### src/hdl/ckst_pkg.sv
// ----------------------------------------------------------------------------
// ckst_pkg: shared types and constants of the shutdown timer
// Action codes, chord masks, period limits and the command word that travels
// from the front part to the back part.
// ----------------------------------------------------------------------------
package ckst_pkg;

  // Input action codes
  localparam logic [1:0] ActKey   = 2'd0;
  localparam logic [1:0] ActTick  = 2'd1;
  localparam logic [1:0] ActStart = 2'd2;

  // Period limits (seconds)
  localparam logic [11:0] DefaultPeriod = 12'd300;
  localparam logic [15:0] SavedMax      = 16'd3600;
  localparam logic [15:0] SavedMin      = 16'd5;
  localparam logic [15:0] SavedReset    = 16'd300;
  localparam logic [11:0] PeriodStep    = 12'd5;
  localparam logic [11:0] UpLimit       = 12'd3595;
  localparam logic [11:0] DownLimit     = 12'd9;
  localparam logic [15:0] RemainStep    = 16'd5;
  localparam logic [15:0] RemainMax     = 16'hFFFF;
  localparam logic [15:0] RemainUpTop   = 16'd65530;
  localparam logic [15:0] RemainReset   = 16'd300;

  // Chord codes: bit2 power, bit1 up, bit0 down
  localparam logic [2:0] ChordNone  = 3'b000;
  localparam logic [2:0] ChordDown  = 3'b001;
  localparam logic [2:0] ChordUp    = 3'b010;
  localparam logic [2:0] ChordBoth  = 3'b011;
  localparam logic [2:0] ChordPower = 3'b100;

  // Command queue depth
  localparam int QDepth = 2;
  localparam int QPtrW  = $clog2(QDepth);
  localparam int QCntW  = $clog2(QDepth + 1);

  typedef enum logic [1:0] {
    OP_KEY,
    OP_TICK,
    OP_START,
    OP_NOP
  } op_e;

  typedef struct packed {
    op_e         op;
    logic [2:0]  code;
    logic [11:0] load_period;
  } cmd_t;

endpackage

### src/hdl/ckst_if.sv
// ----------------------------------------------------------------------------
// ckst_if: handshake channels of the shutdown timer
// Input word, result word and configuration write channel.
// ----------------------------------------------------------------------------
interface ckst_in_if;
  logic       valid;
  logic       ready;
  logic [1:0] action;
  logic       power_key;
  logic       up_key;
  logic       down_key;

  modport source (output valid, action, power_key, up_key, down_key, input ready);
  modport sink   (input valid, action, power_key, up_key, down_key, output ready);
endinterface

interface ckst_out_if;
  logic        valid;
  logic        ready;
  logic        relay_on;
  logic [11:0] period_seconds;
  logic [15:0] remaining_seconds;
  logic [2:0]  chord_acted;
  logic        period_changed;

  modport source (output valid, relay_on, period_seconds, remaining_seconds, chord_acted,
                  period_changed, input ready);
  modport sink   (input valid, relay_on, period_seconds, remaining_seconds, chord_acted,
                  period_changed, output ready);
endinterface

interface ckst_cfg_if;
  logic        valid;
  logic        ready;
  logic [15:0] saved_seconds;

  modport source (output valid, saved_seconds, input ready);
  modport sink   (input valid, saved_seconds, output ready);
endinterface

### src/hdl/chord_keyed_shutdown_timer.sv
// ----------------------------------------------------------------------------
// chord_keyed_shutdown_timer: self-shutdown relay timer with button chords
// Start loads the period from the saved value, key samples drive a chord
// detector that adjusts the period, one-second ticks count down to relay off.
// ----------------------------------------------------------------------------
//
//   channel  dir  handshake      word
//   in_i     in   valid/ready    action, power_key, up_key, down_key
//   out_o    out  valid/ready    relay_on, period_seconds, remaining_seconds,
//                                chord_acted, period_changed
//   cfg_i    in   valid/ready    saved_seconds (always ready)
//
// One word per cycle sustained while out_o.ready stays high. Each word passes
// through the two-entry command queue, then the executor's result register.
// Reset clears the queue and the result register and loads the reset state:
// period and remaining 300, relay on, chord detector empty, flag clear.
// A stalled result holds in its register; the queue keeps taking words until
// it holds two, then in_i.ready drops.
// ----------------------------------------------------------------------------
module chord_keyed_shutdown_timer (
  input  logic      clk_i,
  input  logic      rst_ni,
  ckst_in_if.sink   in_i,
  ckst_cfg_if.sink  cfg_i,
  ckst_out_if.source out_o
);
  import ckst_pkg::*;

  logic q_valid;
  logic q_pop;
  cmd_t q_cmd;

  // Front: classify words, check the saved period, queue commands
  ckst_front u_front (
    .clk_i     (clk_i),
    .rst_ni    (rst_ni),
    .in_i      (in_i),
    .cfg_i     (cfg_i),
    .q_valid_o (q_valid),
    .q_cmd_o   (q_cmd),
    .q_pop_i   (q_pop)
  );

  // Back: run the chord detector, timer and relay, register results
  ckst_back u_back (
    .clk_i     (clk_i),
    .rst_ni    (rst_ni),
    .q_valid_i (q_valid),
    .q_cmd_i   (q_cmd),
    .q_pop_o   (q_pop),
    .out_o     (out_o)
  );

  // A consumed power chord always leaves the relay off
  assert property (@(posedge clk_i) disable iff (!rst_ni)
    (out_o.valid && out_o.chord_acted == ChordPower) |-> !out_o.relay_on)
    else $error("power chord did not switch the relay off");

  // Any period-adjusting chord sets the sticky flag
  assert property (@(posedge clk_i) disable iff (!rst_ni)
    (out_o.valid && (out_o.chord_acted == ChordUp || out_o.chord_acted == ChordDown ||
                     out_o.chord_acted == ChordBoth)) |-> out_o.period_changed)
    else $error("period chord did not set the changed flag");

  // Period never leaves its legal range
  assert property (@(posedge clk_i) disable iff (!rst_ni)
    out_o.valid |-> (out_o.period_seconds <= SavedMax[11:0]))
    else $error("period out of range");

  // A result held under stall keeps its relay state
  assert property (@(posedge clk_i) disable iff (!rst_ni)
    (out_o.valid && !out_o.ready) |=> $stable(out_o.relay_on))
    else $error("stalled result changed");

endmodule

### src/hdl/ckst_front.sv
// ----------------------------------------------------------------------------
// ckst_front: accept and classify input words
// Decodes the action, packs the key chord, range-checks the saved period and
// queues the command for the back part.
// ----------------------------------------------------------------------------
module ckst_front (
  input  logic                 clk_i,
  input  logic                 rst_ni,
  ckst_in_if.sink              in_i,
  ckst_cfg_if.sink             cfg_i,
  output logic                 q_valid_o,
  output ckst_pkg::cmd_t       q_cmd_o,
  input  logic                 q_pop_i
);
  import ckst_pkg::*;

  logic [15:0]      saved_q;
  cmd_t             cmd;
  cmd_t             queue_q [QDepth];
  logic [QPtrW-1:0] wr_ptr_q, rd_ptr_q;
  logic [QCntW-1:0] cnt_q, cnt_d;
  logic             push, pop;

  assign cfg_i.ready = 1'b1;

  always_ff @(posedge clk_i or negedge rst_ni) begin
    if (!rst_ni) begin
      saved_q <= SavedReset;
    end else if (cfg_i.valid) begin
      saved_q <= cfg_i.saved_seconds;
    end
  end

  // Classify the incoming word
  always_comb begin
    cmd.code = {in_i.power_key, in_i.up_key, in_i.down_key};
    if (saved_q > SavedMax || saved_q < SavedMin) begin
      cmd.load_period = DefaultPeriod;
    end else begin
      cmd.load_period = saved_q[11:0];
    end
    unique case (in_i.action)
      ActKey:   cmd.op = OP_KEY;
      ActTick:  cmd.op = OP_TICK;
      ActStart: cmd.op = OP_START;
      default:  cmd.op = OP_NOP;
    endcase
  end

  assign in_i.ready = (cnt_q != QCntW'(QDepth));
  assign push       = in_i.valid && in_i.ready;
  assign pop        = q_pop_i && (cnt_q != '0);

  always_comb begin
    cnt_d = cnt_q;
    if (push && !pop) begin
      cnt_d = cnt_q + QCntW'(1);
    end else if (pop && !push) begin
      cnt_d = cnt_q - QCntW'(1);
    end
  end

  always_ff @(posedge clk_i or negedge rst_ni) begin
    if (!rst_ni) begin
      cnt_q    <= '0;
      wr_ptr_q <= '0;
      rd_ptr_q <= '0;
    end else begin
      cnt_q <= cnt_d;
      if (push) begin
        wr_ptr_q <= wr_ptr_q + QPtrW'(1);
      end
      if (pop) begin
        rd_ptr_q <= rd_ptr_q + QPtrW'(1);
      end
    end
  end

  always_ff @(posedge clk_i) begin
    if (push) begin
      queue_q[wr_ptr_q] <= cmd;
    end
  end

  assign q_valid_o = (cnt_q != '0);
  assign q_cmd_o   = queue_q[rd_ptr_q];

endmodule

### src/hdl/ckst_back.sv
// ----------------------------------------------------------------------------
// ckst_back: execute queued commands
// Holds the chord detector, period, remaining time and relay state, and
// registers one result word per command.
// ----------------------------------------------------------------------------
module ckst_back (
  input  logic                 clk_i,
  input  logic                 rst_ni,
  input  logic                 q_valid_i,
  input  ckst_pkg::cmd_t       q_cmd_i,
  output logic                 q_pop_o,
  ckst_out_if.source           out_o
);
  import ckst_pkg::*;

  logic [2:0]  held_q, held_d;
  logic [11:0] period_q, period_d;
  logic [15:0] remain_q, remain_d;
  logic        relay_q, relay_d;
  logic        changed_q, changed_d;
  logic [2:0]  acted_d, acted_q;
  logic        out_valid_q;

  // The latched chord is always consumed in the same word, so it never
  // survives between words and needs no register.
  always_comb begin
    held_d    = held_q;
    period_d  = period_q;
    remain_d  = remain_q;
    relay_d   = relay_q;
    changed_d = changed_q;
    acted_d   = ChordNone;
    unique case (q_cmd_i.op)
      OP_START: begin
        period_d  = q_cmd_i.load_period;
        remain_d  = {4'd0, q_cmd_i.load_period};
        relay_d   = 1'b1;
        held_d    = ChordNone;
        changed_d = 1'b0;
      end
      OP_KEY: begin
        if (relay_q) begin
          if (q_cmd_i.code >= held_q) begin
            held_d = q_cmd_i.code;
          end else begin
            acted_d = held_q;
            if (q_cmd_i.code == ChordNone) begin
              held_d = ChordNone;
            end
          end
          unique case (acted_d)
            ChordBoth: begin
              period_d  = DefaultPeriod;
              remain_d  = RemainReset;
              changed_d = 1'b1;
            end
            ChordDown: begin
              if (period_q > DownLimit) begin
                period_d = period_q - PeriodStep;
              end
              remain_d  = (remain_q > RemainStep) ? remain_q - RemainStep : '0;
              changed_d = 1'b1;
            end
            ChordUp: begin
              if (period_q < UpLimit) begin
                period_d = period_q + PeriodStep;
              end
              remain_d  = (remain_q > RemainUpTop) ? RemainMax : remain_q + RemainStep;
              changed_d = 1'b1;
            end
            ChordPower: begin
              relay_d = 1'b0;
            end
            default: begin
            end
          endcase
        end
      end
      OP_TICK: begin
        if (relay_q) begin
          if (remain_q <= 16'd1) begin
            remain_d = '0;
            relay_d  = 1'b0;
          end else begin
            remain_d = remain_q - 16'd1;
          end
        end
      end
      default: begin
      end
    endcase
  end

  assign q_pop_o = q_valid_i && (!out_valid_q || out_o.ready);

  always_ff @(posedge clk_i or negedge rst_ni) begin
    if (!rst_ni) begin
      held_q      <= ChordNone;
      period_q    <= DefaultPeriod;
      remain_q    <= RemainReset;
      relay_q     <= 1'b1;
      changed_q   <= 1'b0;
      out_valid_q <= 1'b0;
    end else begin
      if (q_pop_o) begin
        held_q      <= held_d;
        period_q    <= period_d;
        remain_q    <= remain_d;
        relay_q     <= relay_d;
        changed_q   <= changed_d;
        out_valid_q <= 1'b1;
      end else if (out_o.ready) begin
        out_valid_q <= 1'b0;
      end
    end
  end

  always_ff @(posedge clk_i) begin
    if (q_pop_o) begin
      acted_q <= acted_d;
    end
  end

  assign out_o.valid             = out_valid_q;
  assign out_o.relay_on          = relay_q;
  assign out_o.period_seconds    = period_q;
  assign out_o.remaining_seconds = remain_q;
  assign out_o.chord_acted       = acted_q;
  assign out_o.period_changed    = changed_q;

endmodule

### src/flat_wrapper.sv
// flat-port wrapper written by rule: the top's interface ports become plain ports
module chord_keyed_shutdown_timer_flat import ckst_pkg::*;
  (clk_i, rst_ni, in_i_valid, in_i_action, in_i_power_key, in_i_up_key, in_i_down_key, in_i_ready, cfg_i_valid, cfg_i_saved_seconds, cfg_i_ready, out_o_valid, out_o_relay_on, out_o_period_seconds, out_o_remaining_seconds, out_o_chord_acted, out_o_period_changed, out_o_ready);
  ckst_in_if in_i_i ();
  ckst_cfg_if cfg_i_i ();
  ckst_out_if out_o_i ();
  input  logic clk_i;
  input  logic rst_ni;
  input wire logic [$bits(in_i_i.valid)-1:0] in_i_valid;
  input wire logic [$bits(in_i_i.action)-1:0] in_i_action;
  input wire logic [$bits(in_i_i.power_key)-1:0] in_i_power_key;
  input wire logic [$bits(in_i_i.up_key)-1:0] in_i_up_key;
  input wire logic [$bits(in_i_i.down_key)-1:0] in_i_down_key;
  output wire logic [$bits(in_i_i.ready)-1:0] in_i_ready;
  input wire logic [$bits(cfg_i_i.valid)-1:0] cfg_i_valid;
  input wire logic [$bits(cfg_i_i.saved_seconds)-1:0] cfg_i_saved_seconds;
  output wire logic [$bits(cfg_i_i.ready)-1:0] cfg_i_ready;
  output wire logic [$bits(out_o_i.valid)-1:0] out_o_valid;
  output wire logic [$bits(out_o_i.relay_on)-1:0] out_o_relay_on;
  output wire logic [$bits(out_o_i.period_seconds)-1:0] out_o_period_seconds;
  output wire logic [$bits(out_o_i.remaining_seconds)-1:0] out_o_remaining_seconds;
  output wire logic [$bits(out_o_i.chord_acted)-1:0] out_o_chord_acted;
  output wire logic [$bits(out_o_i.period_changed)-1:0] out_o_period_changed;
  input wire logic [$bits(out_o_i.ready)-1:0] out_o_ready;
  assign in_i_i.valid = in_i_valid;
  assign in_i_i.action = in_i_action;
  assign in_i_i.power_key = in_i_power_key;
  assign in_i_i.up_key = in_i_up_key;
  assign in_i_i.down_key = in_i_down_key;
  assign in_i_ready = in_i_i.ready;
  assign cfg_i_i.valid = cfg_i_valid;
  assign cfg_i_i.saved_seconds = cfg_i_saved_seconds;
  assign cfg_i_ready = cfg_i_i.ready;
  assign out_o_valid = out_o_i.valid;
  assign out_o_relay_on = out_o_i.relay_on;
  assign out_o_period_seconds = out_o_i.period_seconds;
  assign out_o_remaining_seconds = out_o_i.remaining_seconds;
  assign out_o_chord_acted = out_o_i.chord_acted;
  assign out_o_period_changed = out_o_i.period_changed;
  assign out_o_i.ready = out_o_ready;
  chord_keyed_shutdown_timer u_core (.clk_i(clk_i), .rst_ni(rst_ni), .in_i(in_i_i), .cfg_i(cfg_i_i), .out_o(out_o_i));
endmodule
### config.mk
export PLATFORM = sky130hd
export DESIGN_NAME = chord_keyed_shutdown_timer_flat
export DESIGN_NICKNAME = d
export VERILOG_FILES = /design/src/hdl/ckst_pkg.sv /design/src/hdl/ckst_if.sv /design/src/hdl/chord_keyed_shutdown_timer.sv /design/src/hdl/ckst_front.sv /design/src/hdl/ckst_back.sv /design/src/flat_wrapper.sv
export SDC_FILE = /design/constraint.sdc
export NUM_CORES = 1
export LEC_CHECK = 0
export ABC_AREA = 1
export BUFFER_PORTS_ARGS = -buffer_cell sky130_fd_sc_hd__buf_2
export CAP_MARGIN = 15
export CORE_AREA = 2 2 129 131
export DETAILED_ROUTE_END_ITERATION = 8
export DIE_AREA = 0 0 131 133
export PLACE_DENSITY = 0.57
export SYNTH_ARGS = -nofsm -noshare
export SYNTH_HDL_FRONTEND = slang
export SYNTH_SLANG_ARGS = --single-unit
### constraint.sdc
create_clock -name clk_i -period 7.8 [get_ports clk_i]
set_input_delay 1.56 -clock clk_i [delete_from_list [all_inputs] [get_ports clk_i]]
set_output_delay 1.56 -clock clk_i [all_outputs]
set_load 0.01 [all_outputs]
-- Yosys cells after proc, flatten, opt, wreduce, memory -nomap -nowiden
Memory sizes are Yosys's and may differ from the RTL's.
Cells that the tools add are included.
- flip-flop bits (word level): 57
- memory bits (writable): 34
- input port bits: 26
- output and inout port bits: 36
- logic and storage cells: 105
- memories: 1
- add/subtract/negate cells: 9
- order comparisons: 8
- eq/ne operators: 16
- muxes and demuxes: 35
- reduce and logical (&&, ||, !) cells: 25
- memories (memory ; depth ; bits a word ; rd ports ; clocked after Yosys merged registers in ; write ports ; line ; RTL):
    u_core.u_front.queue_q ; 2 ; 17 ; 1 ; 0 ; 1 ; ckst_front.sv:19 ; cmd_t queue_q [QDepth];
- operators by type and width (operator ; number):
    $pmux W16 S3 ; 2
    $mux W16 ; 5
    $mux W12 ; 4
    $pmux W12 S3 ; 1
    $pmux W12 S2 ; 1
    $mux W3 ; 6
    $add A16 B3 Y16 const B ; 1
    $gt A16 B12 Y1 const B ; 1
    $gt A16 B16 Y1 const B ; 1
    $gt A16 B3 Y1 const B ; 1
    $le A16 B1 Y1 const B ; 1
    $lt A16 B3 Y1 const B ; 1
    $sub A16 B1 Y16 const B ; 1
    $sub A16 B3 Y16 const B ; 1
    $add A12 B3 Y12 const B ; 1
    $gt A12 B4 Y1 const B ; 1
    $lt A12 B12 Y1 const B ; 1
    $sub A12 B3 Y12 const B ; 1
    $mux W1 ; 10
    $ne A3 B3 Y1 const B ; 3
    $ne A2 B2 Y1 const B ; 4
    $reduce_and A4 Y1 ; 2
    $reduce_bool A2 Y1 ; 4
    $eq A3 B2 Y1 const B ; 2
    24 further kinds ; 37

-- Depth between registers and ports, before layout
An unclocked memory read counts as a cell.
- depth in word-level cells: 10
- gate-level depth with buffers: 22
- mapped depth without buffers: 21

-- Hierarchy
From an unflattened synthesis, not the netlist that was laid out.
- cells, all modules: 800
- area, all modules: 6214.7 um2
- by module, submodules not included (module ; times used ; cells an instance ; area an instance (um2) ; seq. area each (um2)):
    ckst_back ; 1 ; 580 ; 3972.6 ; 952.2
    ckst_front ; 1 ; 220 ; 2242.2 ; 1526.5

-- Worst setup path before layout
OpenSTA, ideal clock, no wires.
- path type: register to register
- start point: register u_core.u_front.rd_ptr_q
- end point: register u_core.u_back.period_q[11], in the netlist u_core.u_back.out_o.period_seconds[11]
- setup time: 0.073 ns
- arrival: 3.018 ns
- required time: 7.727 ns
- setup slack: 4.709 ns
- stages on the path, launching flop included: 19
- path buffers: 2
- clock period less this slack: 3.091 ns
- cells stage by stage: dfrtp_1 > buf_6 > inv_4 > or2_2 > o21ai_0 > ha_1 > inv_1 > nand2_1 > nand2_1 > nand4_1 > buf_2 > ha_1 > a21oi_1 > o21ai_0 > a221oi_1 > nand2_1 > nand2_1 > nand3_1 > a21oi_2
- cells in the longest elaborated chain, start to end: 9
- elaborated cells on any way between the ends: 19
- those cells by class: 1 x order compare; 8 x eq/ne; 6 x mux; 3 x reduce/logical; 1 x memory
- RTL lines (element ; line ; RTL):
    start, declared ; ckst_front.sv:20 ; logic [QPtrW-1:0] wr_ptr_q, rd_ptr_q;
    start signal, assigned ; ckst_front.sv:74 ; rd_ptr_q <= rd_ptr_q + QPtrW'(1);
    $mem_v2 Z2 W17 (*) ; - ;
    $ge A3 B3 Y1 ; ckst_back.sv:43 ; if (q_cmd_i.code >= held_q) begin
    $mux W3 ; ckst_back.sv:43 ;
    $mux W3 ; ckst_back.sv:42 ; if (relay_q) begin
    $mux W3 ; ckst_back.sv:33 ; unique case (q_cmd_i.op)
    $eq A3 B2 Y1 / $eq A3 B1 Y1 (equally long branches) ; ckst_back.sv:51 ; unique case (acted_d)
    $pmux W12 S3 ; ckst_back.sv:51 ;
    $mux W12 ; ckst_back.sv:42 ;
    $pmux W12 S2 ; ckst_back.sv:33 ;
    end signal, assigned ; ckst_back.sv:99 ; period_q <= DefaultPeriod;
    end signal, assigned ; ckst_back.sv:107 ; period_q <= period_d;
    end, declared ; ckst_back.sv:17 ; logic [11:0] period_q, period_d;
Mark *: on every way between the ends. The rest lies on a longest branch, timed or not. The select of a mux whose other input is x is not followed.
A chain may end at the register's enable or synchronous reset.

-- Worst setup path after layout
Same ends and word-level chain as after synthesis.

==> results.cfg <==
[synthesis]
yosys.cell_types.count = 53
ys_seq_elements = 91
netlist_instances = 751
synthArstFlopShare_pct = 59.34
synth_area_per_cell_sq_um = 7.984
ys_warn_count = 0
synthFlopType = dfrtp_1
synth_edf_count = 37
netlist.area_leader.share_pct = 18.53
ys_seq_area_share_pct = 41.34
synth_top_cell_by_area = edfxtp_1
syn_nets = 795
syn-cell-area_sq_mm = 0.005996
synthTopCellsByArea = edfxtp_1 19%, dfrtp_1 17%, nand2_1 9.5%, dfstp_2 5.7%, nor2_1 5.1%

[layout]
drive_above_1_share_pct = 18.43
area_growth_syn_to_layout_pct = 11.92
fin_area_sq_mm = 0.006710
diodes = 0
fillers = 1693
post_layout_nonfiller_instances = 1023
layout_common_cells = 151 x nand2_1, 82 x nor2_1, 74 x inv_1, 60 x buf_2, 53 x o21ai_0
nets = 842
final_common_cell = nand2_1
final_core_util_pct = 41.49

[cts]
cts_resized = 0
cts_buffers = 9
clockBufferDepth = 2
clkTransAtPathRegs_ps = 70
clockRootBuffer = clkbuf_16
htreeDepth = 3
clkLatencyLatePin_ps = 350
postCtsHoldBufs = 0
cts_setup_buffers = 0
cts.sinks = 91
cts_tree = yes

[die]
rows = 47
die_area_sq_mm = 0.01742
die_w_um = 131
coreArea_sq_mm = 0.01617
die_h_um = 133
boundaryPins = 62
initial_core_util_pct = 37.08

[power]
power_frac_comb_pct = 55.1
power_frac_seq_pct = 30.1
ir_worst_vdd_mv = 0.1597
pwr-share-clk_pct = 14.8
p_sw_uw = 1471
power_density_mw_per_mm2 = 443.2
power_uw = 2974
p_leak_uw = 0.002932
internal_power_uw = 1503
sw_frac_of_total_pct = 49.47

[timing]
worst_pin_slew_ps = 908.9
rsz0062_at_grt = no
fmax_ghz = 0.2596
slew_violations = 0
finalSetupViolations = 0
fin_tns_setup_ps = 0
fin_skew_ps = 13.87
fin_crit_sh_pct = 49.38
period_needed_ps = 3851
slew-limit-headroom_pct = 39.41
hold_viol = 0

[detailed_routing]
viasPerCell = 5.153
drcViolationCount = 0
wl_per_cell_um = 15.67
postRouteAntennaNets = 0
drt_iter0_drc = 388
dr.pass1.iters = 5
routed_wl_um = 16030
vias = 5272

[hold_path]
hold_depth = 2
hp-start = u_core.u_back.out_o.period_seconds[8]$_DFFE_PN1P_
holdPathEnd = u_core.u_back.out_o.period_seconds[8]$_DFFE_PN1P_
min_path_type = reg2reg

[global_route]
grt_pass1_wl_um = 25690
grt_overflow_total = 0
antenna_found_initial = 0
grt_pass1_vias = 4947
grt_usage_pct = 18.96
grt_max_degree = 55

[critical_path]
worstSetupEndpointType = flop
reg2reg_depth = 17
cp.arrival_ps = 4140
cp_data_required_time_ps = 8090
worst_setup_path_start_kind = flop
worst-path-max-fanout = 22
rrSetupSlack_ps = 3950
timing.rr.end = u_core.u_back.out_o.period_seconds[11]$_DFFE_PN0P_
reg2reg_from = u_core.u_front.rd_ptr_q$_DFFE_PN0P_
crit_type = reg2reg

[placed_design]
placed_area_sq_mm = 0.006422
portBuffers = 60
place_congestion = 0.8635
dp.cells = 1007
hpwl_um = 11630

[outcome]
status = complete, no violations

[job]
drv_cap = 0
[worst max path at each step]
stage	startpoint	end	slack, ps
after floorplan	u_core.u_front.rd_ptr_q$_DFFE_PN0P_	u_core.u_back.out_o.period_seconds[11]$_DFFE_PN0P_	4710
after global placement	u_core.u_front.rd_ptr_q$_DFFE_PN0P_	u_core.u_back.out_o.period_seconds[11]$_DFFE_PN0P_	4020
after CTS	u_core.u_front.rd_ptr_q$_DFFE_PN0P_	u_core.u_back.out_o.period_seconds[11]$_DFFE_PN0P_	3910
final	u_core.u_front.rd_ptr_q$_DFFE_PN0P_	u_core.u_back.out_o.period_seconds[11]$_DFFE_PN0P_	3950
after global routing	u_core.u_front.rd_ptr_q$_DFFE_PN0P_	u_core.u_back.out_o.period_seconds[11]$_DFFE_PN0P_	3550
after detailed placement	u_core.u_front.rd_ptr_q$_DFFE_PN0P_	u_core.u_back.out_o.period_seconds[11]$_DFFE_PN0P_	3920
[registers in the layout (all words and copies together), names as in the netlist]
name and count:
u_core.u_back.out_o.period_seconds 12, u_core.u_front.rd_ptr_q 1, u_core.u_back.out_o.chord_acted 3, u_core.u_front.cnt_q 2
u_core.u_back.out_o.period_changed 1, u_core.u_back.held_q 3, u_core.u_back.out_o.valid 1, u_core.u_back.out_o.relay_on 1
u_core.u_front.wr_ptr_q 1, u_core.u_front.queue_q 34, u_core.u_back.out_o.remaining_seconds 16, u_core.u_front.saved_q 16
[Yosys cell counts (all sizes together) (3+ instances only)]
cell    number
nor4         7
o21ai       65
a21oi       51
clkbuf       7
a22oi        6
mux2i        9
dfstp       13
xor2        25
nand3       35
or2          4
nand4       13
mux2         4
o211ai       6
o22ai        7
nor3        15
dfrtp       41
xnor2        3
ha          18
a31oi       10
nor2        96
inv         83
edfxtp      37
nand2      156
buf         22
nand3b       3
[critical path, cell delays in order (launching register included)]
cell and delay [ps]:
dfrtp_1 940, inv_4 100, or2_2 300, o21ai_0 100
ha_1 280, inv_1 60, nand2_1 40, nand2_1 110
nand4_1 90, buf_4 230, ha_1 360, a21oi_1 300
o21ai_0 180, a221oi_1 340, nand2_1 90, nand2_1 60
nand3_1 70, a21oi_2 120
[area by class of cell]
type                            count  area [sq um]  share of cell area [%]
Clock buffer                       11         232.7                   3.468
Clock inverter                      5         55.05                  0.8204
Inverter                           84         324.1                   4.829
Multi-Input combinational cell    547          3007                   44.81
Sequential cell                    91          2479                   36.94
Tap cell                          220         275.3                   4.102
Timing Repair Buffer               65         337.8                   5.034
[routing by layer]
metal / global-route usage, % / up-vias / share of wire (%)
li1: - / 2614 / -
met1: 26.73 / 2469 / 46
met2: 29.27 / 175 / 47
met3: 3.518 / 14 / 5.7
met4: 6.206 / 0 / 1.2
met5: 0 / - / 0
[metrics by stage]
stage	worst slack [ps]	hold slack (ps)
global route	3548	522.0
floorplan	4709	465.6
global placement	4020	478.3
detailed placement	3923	485.3
CTS	3906	494.7
finish	3949	496.5
[cells by family after synthesis]
family	Yosys count	synth area share (%)
buf+inv	113	8.514
flops	91	41.34
mux	13	2.254
xor+xnor	28	4.090
fa+ha+maj	18	3.756
compound gates	156	15.86
other cells	1	0.06254
simple gates	331	24.12
[power groups by stage]
stage	clock, uW	combinational (uW)	sequential [uW]
global placement	0	1610	903
global route	471	1840	920
CTS	447	1630	894
floorplan	0	1280	834
finish	440	1640	895
detailed placement	0	1620	904
Power figures use the tool's default switching activity.
